==> config.mk <==
export PLATFORM = sky130hd
export DESIGN_NAME = header_property_extractor_top
export DESIGN_NICKNAME = d
export VERILOG_FILES = /design/src/rtl/hpe_pkg.sv /design/src/rtl/hpe_csr.sv /design/src/rtl/hpe_cell.sv /design/src/rtl/hpe_skid.sv /design/src/rtl/header_property_extractor_top.sv
export VERILOG_INCLUDE_DIRS = /design/src /design/src/rtl
export SDC_FILE = /design/constraint.sdc
export NUM_CORES = 1
export LEC_CHECK = 0
export BUFFER_PORTS_ARGS = -buffer_cell sky130_fd_sc_hd__buf_2
export CAP_MARGIN = 20
export CELL_PAD_IN_SITES_DETAIL_PLACEMENT = 2
export CELL_PAD_IN_SITES_GLOBAL_PLACEMENT = 2
export CORE_MARGIN = 2
export CORE_UTILIZATION = 42
export CTS_CLUSTER_DIAMETER = 80
export DETAILED_ROUTE_END_ITERATION = 12
export PLACE_DENSITY_LB_ADDON = 0.1
export SYNTH_ARGS = -nofsm -noshare
export SYNTH_HDL_FRONTEND = slang
export SYNTH_SLANG_ARGS = --single-unit
export TNS_END_PERCENT = 20
==> constraint.sdc <==
create_clock -name clock -period 16.8 [get_ports clock]
set_input_delay 4.2 -clock clock [delete_from_list [all_inputs] [get_ports clock]]
set_output_delay 4.2 -clock clock [all_outputs]
set_load 0.02 [all_outputs]
==> src/rtl/header_property_extractor_top_macros.svh <==
// Assertion macros for the header property extractor.
// Included by the top level, which carries the concurrent checks; no other dependencies.
`ifndef HEADER_PROPERTY_EXTRACTOR_TOP_MACROS_SVH
`define HEADER_PROPERTY_EXTRACTOR_TOP_MACROS_SVH
`ifndef ASSERT_OFF
// Same-cycle implication, sampled on the rising clock edge outside reset.
`define HPE_ASSERT_IMPL(label, clk, rst, ante, cons) \
   label: assert property (@(posedge clk) disable iff (rst) (ante) |-> (cons)) \
      else $error("hpe check failed");
// Next-cycle implication, sampled on the rising clock edge outside reset.
`define HPE_ASSERT_NEXT(label, clk, rst, ante, cons) \
   label: assert property (@(posedge clk) disable iff (rst) (ante) |=> (cons)) \
      else $error("hpe check failed");
`else
`define HPE_ASSERT_IMPL(label, clk, rst, ante, cons)
`define HPE_ASSERT_NEXT(label, clk, rst, ante, cons)
`endif
`endif

==> src/rtl/hpe_pkg.sv <==
// Shared types, constants and helpers for the header property extractor.
// No dependencies; imported by every module of the block.
`timescale 1ns / 1ps
package hpe_pkg;

   // Window depth: the longest property name that can be matched.
   localparam int MAX_NAME_LEN = 16;
   localparam int POS_W        = (MAX_NAME_LEN > 1) ? $clog2(MAX_NAME_LEN) : 1;

   // Name characters held by the two 64-bit name registers.
   localparam int NAME_CHARS   = 16;
   localparam int CHAR_IDX_W   = 4;
   localparam int LEN_W        = 5;

   // Configuration port geometry and register indexes.
   localparam int CSR_ADDR_W   = 5;
   localparam int CSR_DATA_W   = 64;
   localparam logic [1:0] REG_NAME_LOW  = 2'd0;
   localparam logic [1:0] REG_NAME_HIGH = 2'd1;
   localparam logic [1:0] REG_NAME_LEN  = 2'd2;

   // Special bytes.
   localparam logic [7:0] CHAR_COLON = 8'h3A;
   localparam logic [7:0] CHAR_CR    = 8'h0D;
   localparam logic [7:0] CHAR_LF    = 8'h0A;
   localparam logic [7:0] CHAR_SPACE = 8'h20;

   typedef logic [NAME_CHARS-1:0][7:0] name_chars_type;

   // One input beat.
   typedef struct packed {
      logic [7:0] header_byte;
      logic       last_byte;
   } hpe_req_type;

   // One result beat.
   typedef struct packed {
      logic       value_valid;
      logic [7:0] value_char;
      logic       verdict_ready;
      logic       found;
   } hpe_rsp_type;

   // Configuration handed from the register file to the cell chain.
   typedef struct packed {
      name_chars_type    name_chars;
      logic [LEN_W-1:0]  eff_len;
   } hpe_cfg_type;

   // ASCII upper-case letters fold to lower case; other bytes are kept.
   function automatic logic [7:0] fold_char(input logic [7:0] c);
      logic [7:0] r;
      r = c;
      if (c >= 8'h41 && c <= 8'h5A) begin
         r = c + 8'h20;
      end
      return r;
   endfunction

   // Name character at an index; characters past the registers read as zero.
   function automatic logic [7:0] name_char(input name_chars_type chars,
                                            input logic [LEN_W-1:0] idx);
      logic [7:0] r;
      r = 8'h00;
      if (idx < LEN_W'(NAME_CHARS)) begin
         r = chars[idx[CHAR_IDX_W-1:0]];
      end
      return r;
   endfunction

endpackage

==> src/rtl/hpe_csr.sv <==
// Configuration registers of the header property extractor, APB-style port.
// Depends on hpe_pkg for register indexes and the configuration struct.
`timescale 1ns / 1ps
module hpe_csr import hpe_pkg::*; (
   input  logic                  clock,
   input  logic                  reset,
   input  logic                  psel,
   input  logic                  penable,
   input  logic                  pwrite,
   input  logic [CSR_ADDR_W-1:0] paddr,
   input  logic [CSR_DATA_W-1:0] pwdata,
   output logic [CSR_DATA_W-1:0] prdata,
   output logic                  pready,
   output hpe_cfg_type           cfg
);

   logic [63:0]      name_low_ff;
   logic [63:0]      name_high_ff;
   logic [LEN_W-1:0] name_len_ff;
   logic [1:0]       reg_idx;
   logic             wr_en;

   assign pready  = 1'b1;
   assign reg_idx = paddr[CSR_ADDR_W-1:3];
   assign wr_en   = psel && penable && pwrite;

   // Register writes; addresses past the list are ignored.
   always_ff @(posedge clock) begin
      if (reset) begin
         name_low_ff  <= '0;
         name_high_ff <= '0;
         name_len_ff  <= LEN_W'(1);
      end else if (wr_en) begin
         unique case (reg_idx)
            REG_NAME_LOW:  name_low_ff  <= pwdata[63:0];
            REG_NAME_HIGH: name_high_ff <= pwdata[63:0];
            REG_NAME_LEN:  name_len_ff  <= pwdata[LEN_W-1:0];
            default: ;
         endcase
      end
   end

   // Read mux.
   always_comb begin
      unique case (reg_idx)
         REG_NAME_LOW:  prdata = name_low_ff;
         REG_NAME_HIGH: prdata = name_high_ff;
         REG_NAME_LEN:  prdata = CSR_DATA_W'(name_len_ff);
         default:       prdata = '0;
      endcase
   end

   // Clamp the name length into the range the window supports.
   always_comb begin
      cfg.name_chars = name_chars_type'({name_high_ff, name_low_ff});
      if (name_len_ff == '0) begin
         cfg.eff_len = LEN_W'(1);
      end else if (name_len_ff > LEN_W'(MAX_NAME_LEN)) begin
         cfg.eff_len = LEN_W'(MAX_NAME_LEN);
      end else begin
         cfg.eff_len = name_len_ff;
      end
   end

endmodule

==> src/rtl/hpe_cell.sv <==
// One cell of the byte window chain: holds one recent byte and its valid flag,
// and compares the byte entering it against its name character. Uses hpe_pkg.
`timescale 1ns / 1ps
module hpe_cell import hpe_pkg::*; (
   input  logic             clock,
   input  logic             reset,
   input  logic             shift_en,
   input  logic             clear,
   input  logic [POS_W-1:0] position,
   input  hpe_cfg_type      cfg,
   input  logic [7:0]       byte_in,
   input  logic             valid_in,
   output logic [7:0]       byte_out,
   output logic             valid_out,
   output logic             hit
);

   logic [7:0]       byte_ff;
   logic             valid_ff;
   logic             active;
   logic [LEN_W-1:0] char_idx;
   logic [7:0]       expected;

   // A cell beyond the name length always agrees. Cell k (k = 0 newest) is
   // checked against name character eff_len - 1 - k.
   assign active   = LEN_W'(position) < cfg.eff_len;
   assign char_idx = cfg.eff_len - LEN_W'(position) - LEN_W'(1);
   assign expected = name_char(cfg.name_chars, char_idx);
   assign hit      = !active || (valid_in && (fold_char(byte_in) == fold_char(expected)));

   // Byte storage moves one place down the chain per accepted beat in the search phase.
   always_ff @(posedge clock) begin
      if (shift_en) begin
         byte_ff <= byte_in;
      end
   end

   // Valid flag clears at reset and at the end of each header.
   always_ff @(posedge clock) begin
      if (reset || clear) begin
         valid_ff <= 1'b0;
      end else if (shift_en) begin
         valid_ff <= valid_in;
      end
   end

   assign byte_out  = byte_ff;
   assign valid_out = valid_ff;

endmodule

==> src/rtl/hpe_skid.sv <==
// Two-entry result buffer: an output register plus a skid register, so the
// block keeps taking beats while a result waits. Uses hpe_pkg for the type.
`timescale 1ns / 1ps
module hpe_skid import hpe_pkg::*; (
   input  logic        clock,
   input  logic        reset,
   input  logic        in_valid,
   output logic        in_ready,
   input  hpe_rsp_type in_data,
   output logic        out_valid,
   input  logic        out_ready,
   output hpe_rsp_type out_data
);

   logic        out_valid_ff;
   logic        skid_valid_ff;
   hpe_rsp_type out_data_ff;
   hpe_rsp_type skid_data_ff;
   logic        push;
   logic        pop;

   assign in_ready = !skid_valid_ff;
   assign push     = in_valid && in_ready;
   assign pop      = out_valid_ff && out_ready;

   // Valid flags.
   always_ff @(posedge clock) begin
      if (reset) begin
         out_valid_ff  <= 1'b0;
         skid_valid_ff <= 1'b0;
      end else if (skid_valid_ff) begin
         if (pop) begin
            skid_valid_ff <= 1'b0;
         end
      end else if (push) begin
         if (out_valid_ff && !pop) begin
            skid_valid_ff <= 1'b1;
         end else begin
            out_valid_ff <= 1'b1;
         end
      end else if (pop) begin
         out_valid_ff <= 1'b0;
      end
   end

   // Payload moves with the flags.
   always_ff @(posedge clock) begin
      if (skid_valid_ff) begin
         if (pop) begin
            out_data_ff <= skid_data_ff;
         end
      end else if (push) begin
         if (out_valid_ff && !pop) begin
            skid_data_ff <= in_data;
         end else begin
            out_data_ff <= in_data;
         end
      end
   end

   assign out_valid = out_valid_ff;
   assign out_data  = out_data_ff;

endmodule

==> src/rtl/header_property_extractor_top.sv <==
// Top level of the header property extractor: register file, window cell
// chain, phase controller and result buffer. Uses hpe_pkg and the macro header.
`timescale 1ns / 1ps
//
// Usage:
// Header bytes enter one per beat on the req_ channel (header_byte, plus
// last_byte on the final byte of a header). Every input beat yields exactly
// one result beat on the rsp_ channel: a value byte (value_valid), the single
// verdict of the header (verdict_ready with found), or an all-zero filler.
// The property name is set through the csr_ port: name characters at byte
// addresses 0 and 8, name length at 16; write it while no header is in flight.
// The result of an accepted beat is registered in the result buffer before it reaches
// rsp_; while req_ready is high the block takes one beat per cycle, with a combinational
// compare across the sixteen-cell byte window that shifts one place per searched beat.
// When the receiver stalls, a skid register holds one extra result so one more
// beat is taken; req_ready then drops until rsp_ drains.
// Synchronous reset clears the window, the phase and both result registers,
// and sets the name to empty characters with length one. The final byte of
// every header returns the window and phase to their reset state.
//
`include "header_property_extractor_top_macros.svh"
module header_property_extractor_top import hpe_pkg::*; (
   input  logic                  clock,
   input  logic                  reset,
   input  logic                  req_valid,
   output logic                  req_ready,
   input  hpe_req_type           req_data,
   output logic                  rsp_valid,
   input  logic                  rsp_ready,
   output hpe_rsp_type           rsp_data,
   input  logic                  csr_psel,
   input  logic                  csr_penable,
   input  logic                  csr_pwrite,
   input  logic [CSR_ADDR_W-1:0] csr_paddr,
   input  logic [CSR_DATA_W-1:0] csr_pwdata,
   output logic [CSR_DATA_W-1:0] csr_prdata,
   output logic                  csr_pready
);

   localparam logic [2:0] PH_SEARCH = 3'd0;
   localparam logic [2:0] PH_COLON  = 3'd1;
   localparam logic [2:0] PH_SKIP   = 3'd2;
   localparam logic [2:0] PH_VALUE  = 3'd3;
   localparam logic [2:0] PH_DONE   = 3'd4;

   hpe_cfg_type              cfg;
   logic                     accept;
   logic                     shift_en;
   logic                     clear;
   logic [2:0]               phase_ff;
   logic [2:0]               phase_in;
   hpe_rsp_type              result;
   logic [7:0]               in_byte;
   logic                     in_last;
   logic                     is_term;
   logic                     window_hit;
   logic [MAX_NAME_LEN-1:0]  cell_hit;
   logic [MAX_NAME_LEN:0]    chain_valid;
   logic [7:0]               chain_byte [MAX_NAME_LEN+1];

   assign accept  = req_valid && req_ready;
   assign in_byte = req_data.header_byte;
   assign in_last = req_data.last_byte;
   assign is_term = (in_byte == CHAR_CR) || (in_byte == CHAR_LF);
   assign clear   = accept && in_last;

   // Configuration registers.
   hpe_csr u_csr (
      .clock   (clock),
      .reset   (reset),
      .psel    (csr_psel),
      .penable (csr_penable),
      .pwrite  (csr_pwrite),
      .paddr   (csr_paddr),
      .pwdata  (csr_pwdata),
      .prdata  (csr_prdata),
      .pready  (csr_pready),
      .cfg     (cfg)
   );

   // Window of recent bytes: cell 0 takes the new byte, each cell hands its
   // byte to the next one on every shift.
   assign chain_byte[0]  = in_byte;
   assign chain_valid[0] = 1'b1;

   for (genvar k = 0; k < MAX_NAME_LEN; k++) begin : g_cell
      hpe_cell u_cell (
         .clock     (clock),
         .reset     (reset),
         .shift_en  (shift_en),
         .clear     (clear),
         .position  (POS_W'(k)),
         .cfg       (cfg),
         .byte_in   (chain_byte[k]),
         .valid_in  (chain_valid[k]),
         .byte_out  (chain_byte[k+1]),
         .valid_out (chain_valid[k+1]),
         .hit       (cell_hit[k])
      );
   end

   // The name matches when every cell agrees on the window after this shift.
   assign window_hit = &cell_hit;

   // Phase controller and result of the current beat.
   always_comb begin
      phase_in = phase_ff;
      result   = '0;
      shift_en = 1'b0;
      unique case (phase_ff)
         PH_SEARCH: begin
            shift_en = accept;
            if (window_hit) begin
               phase_in = PH_COLON;
            end
         end
         PH_COLON: begin
            if (in_byte == CHAR_COLON) begin
               phase_in = PH_SKIP;
            end else if (in_byte != CHAR_SPACE) begin
               result.verdict_ready = 1'b1;
               phase_in             = PH_DONE;
            end
         end
         PH_SKIP: begin
            if (is_term) begin
               result.verdict_ready = 1'b1;
               phase_in             = PH_DONE;
            end else if (in_byte != CHAR_SPACE && !in_last) begin
               result.value_valid = 1'b1;
               result.value_char  = in_byte;
               phase_in           = PH_VALUE;
            end
         end
         PH_VALUE: begin
            if (is_term) begin
               result.verdict_ready = 1'b1;
               result.found         = 1'b1;
               phase_in             = PH_DONE;
            end else if (!in_last) begin
               result.value_valid = 1'b1;
               result.value_char  = in_byte;
            end
         end
         PH_DONE: ;
         default: phase_in = PH_DONE;
      endcase

      // An unsettled header ends in a not-found verdict; then start over.
      if (in_last) begin
         if (phase_in != PH_DONE) begin
            result               = '0;
            result.verdict_ready = 1'b1;
         end
         phase_in = PH_SEARCH;
      end

      if (!accept) begin
         phase_in = phase_ff;
      end
   end

   always_ff @(posedge clock) begin
      if (reset) begin
         phase_ff <= PH_SEARCH;
      end else begin
         phase_ff <= phase_in;
      end
   end

   // Result buffer toward the receiver.
   hpe_skid u_skid (
      .clock     (clock),
      .reset     (reset),
      .in_valid  (accept),
      .in_ready  (req_ready),
      .in_data   (result),
      .out_valid (rsp_valid),
      .out_ready (rsp_ready),
      .out_data  (rsp_data)
   );

   // Once the header is settled, later beats report nothing.
   `HPE_ASSERT_IMPL(a_done_quiet, clock, reset,
                    accept && phase_ff == PH_DONE && !in_last, result == '0)
   // A value byte and the verdict never share one result beat.
   `HPE_ASSERT_IMPL(a_value_or_verdict, clock, reset,
                    accept, !(result.value_valid && result.verdict_ready))
   // The final byte leaves the search phase and an empty window.
   `HPE_ASSERT_NEXT(a_header_restart, clock, reset,
                    clear, phase_ff == PH_SEARCH && !chain_valid[1])
   // Value streaming starts only after the colon and its spaces.
   `HPE_ASSERT_NEXT(a_value_entry, clock, reset,
                    phase_ff != PH_VALUE && phase_ff != PH_SKIP, phase_ff != PH_VALUE)

endmodule

==> metrics.cfg <==
[status]
status=complete, no violations

[drt]
dr.pass1.iters=5
post_drt_wl_per_cell_um=34.06
drc_errors=0
vias_per_cell=6.869
wl_met1_um=45330
num_vias=23717
antenna_left=0
route.top_layer_used=met5
wirelength_um=117600
drt_iter0_drc=2253
wl_met2_um=53030
wl_met3_um=10650

[power]
p_switching_uw=527.6
ir_drop_mv=0.06251
internal_power_mw=1.378
p_per_area_mw_per_mm2=73.08
p_leak_nw=9.011
p_seq_share_pct=43.9
p_comb_share_pct=11.3
netSwitchingFraction_pct=27.68
clkPwrFrac_pct=44.9

[floorplanning]
io_pins=163
coreArea_mm2=0.05499
rows=86
die_x_um=239.6
die_h_um=239.6
die_area_mm2=0.05739
start_util_pct=42.39

[logic_synthesis]
synth_area_leaders=edfxtp_1 18%, dfxtp_1 13%, mux4_2 11%, mux2i_1 7.0%, nand2_1 6.8%
synth_fp_nets=2733
yosysUniqueCellTypes=92
yosysWarnings=0
synth_ff_type=dfxtp_1
synth_top_cell_by_area=edfxtp_1
synth_edf_count=142
synthTopCellsByCount=420 x nand2_1, 225 x a21oi_1, 197 x nor2_1, 164 x mux2i_1, 153 x dfxtp_1
yosysTopAreaCellShare_pct=18.30
netlist_area_mm2=0.02331
ys_async_sr_fraction_pct=0
yosysMostFrequentCell=nand2_1
netlist_instances=2600
syn_area_per_cell_um2=8.964
ys_ff_latch=295
ys_seq_area_share_pct=31.44

[global_route]
grt_use_total_pct=40.55
grt_pass1_vias=24763
antenna_found_initial=2
grt_max_degree=89
globalRouteOverflowTotal=0
grt_pass1_wl_um=170200

[setup_path]
startpoint_type=primary input
cp.required_ns=12.60
cp-end-kind=output port
path_max_fanout=58
path_class=in2out
worstPathArrival_ns=5.88

[sta]
whs_ns=0.4678
timing.final.ws_setup_ns=6.723
rsz0062_at_grt=false
finalHoldViolations=0
post-route-period-util_pct=59.98
maxSlewViolCount=0
setup_viol=0
fmax_mhz=99.24
min_period_ns=10.08
tightest_slew_ns=1.206
setup_tns_ns=0
clock_skew_ns=0.01450
slew_headroom_pct=19.11

[finish]
synthToLayoutAreaGrowth_pct=11.89
drive_gt1_share_pct=17.16
fin_area_mm2=0.02608
fin_util_pct=47.43
fin_nets=2809

[clock_network]
numCtsBuffers=36
clk_pin_slew_ns=0.06
cts_setup_buffers=0
clock_path_buffers=3
clk_latency_ns=0.57
cts_hold_buf=0
cts_root_buf=clkbuf_16
clock_sinks=295
cts_tree=yes
htree_levels=2
cts_resized=0

[placed_design]
hpwl_um=88920
gp_congestion=1.044
io_buffers=158
post-place-ws_ns=6.794
placed_area_mm2=0.02474

[flow_run]
drv_cap=0

[min_path]
hp-class=reg2reg

[sequential cells by signal, summed over array words and instances, names as in the netlist]
signal                   flops
g_cell.u_cell.valid_out     15
u_skid.out_data             11
u_csr.name_len_ff            5
u_skid.out_valid             1
u_skid.skid_valid_ff         1
u_skid.skid_data_ff         11
phase_ff                     3
u_csr.name_high_ff          64
g_cell.u_cell.byte_out     120
u_csr.name_low_ff           64
[worst max-delay path: stages]
cell     delay [ns]
buf_4          0.15
buf_4          0.75
mux2i_1        0.41
nor2_1         0.08
buf_2          0.19
[logic make-up after synthesis]
group                    Yosys count  share of synthesized area [%]
AND/OR/NAND/NOR                  924                          18.35
AO/OA/AOI/OAI                    666                          18.89
multiplexers                     316                          19.99
flip-flops                       295                          31.44
buffers and inverters            218                          3.715
XOR/XNOR                         132                          5.020
adder cells (fa/ha/maj)           48                          2.577
other                              1                        0.01609
[final timing paths]
| kind | start | endpoint | slack [ns] | cells after the start |
|---|---|---|---|---|
| setup / recovery | csr_paddr[3] | csr_prdata[55] | 6.72 | 5 |
| hold / removal | g_cell[14].u_cell.valid_out$_SDFFE_PP0P_ | g_cell[14].u_cell.valid_out$_SDFFE_PP0P_ | 0.47 | 2 |
| setup reg to reg | u_csr.name_len_ff[3]$_SDFFE_PP0P_ | phase_ff[0]$_SDFFE_PP0P_ | 9.20 | 21 |
| hold reg to reg | g_cell[14].u_cell.valid_out$_SDFFE_PP0P_ | g_cell[14].u_cell.valid_out$_SDFFE_PP0P_ | 0.47 | 2 |
[placed cells by master (no fill, tap or decap), drive strengths merged, types with 57 or more instances in the layout]
cell type and instances:
edfxtp 142, nor2 197, mux2i 164, nand2 421
xnor2 82, inv 57, a21oi 226, dfxtp 153
buf 199, o21ai 97, mux4 116
[metrics by stage]
stage / std cells / power, mW
2_1_floorplan: 2600 / 0.9625
3_3_place_gp: 3381 / 1.040
3_5_place_dp: 3381 / 1.056
4_1_cts: 3447 / 1.907
5_1_grt: 3452 / 1.954
6_report: 3453 / 1.906
[cell type report]
class,instances,area (um^2)
multi-input combinational,2087,15170
tap,748,935.9
antenna,1,2.502
clock inverter,16,207.7
clock buffer,50,1077
sequential,295,7332
fill,5848,28910
inverter,55,214.0
timing repair buffer,201,1136
[per-layer routing]
metal	global-route usage, %	up-vias
met3	8.955	370
met5	0	-
met4	25.85	2
met2	63.72	1238
met1	50.43	12122
li1	-	9985
[power by group through the flow]
stage	clock (mW)	combinational, mW	sequential (mW)
after floorplan	0	0.131	0.832
after global placement	0	0.194	0.846
after detailed placement	0	0.207	0.850
after CTS	0.863	0.209	0.835
after global routing	0.888	0.228	0.838
final	0.856	0.214	0.836
Power figures use the tool's default switching activity.
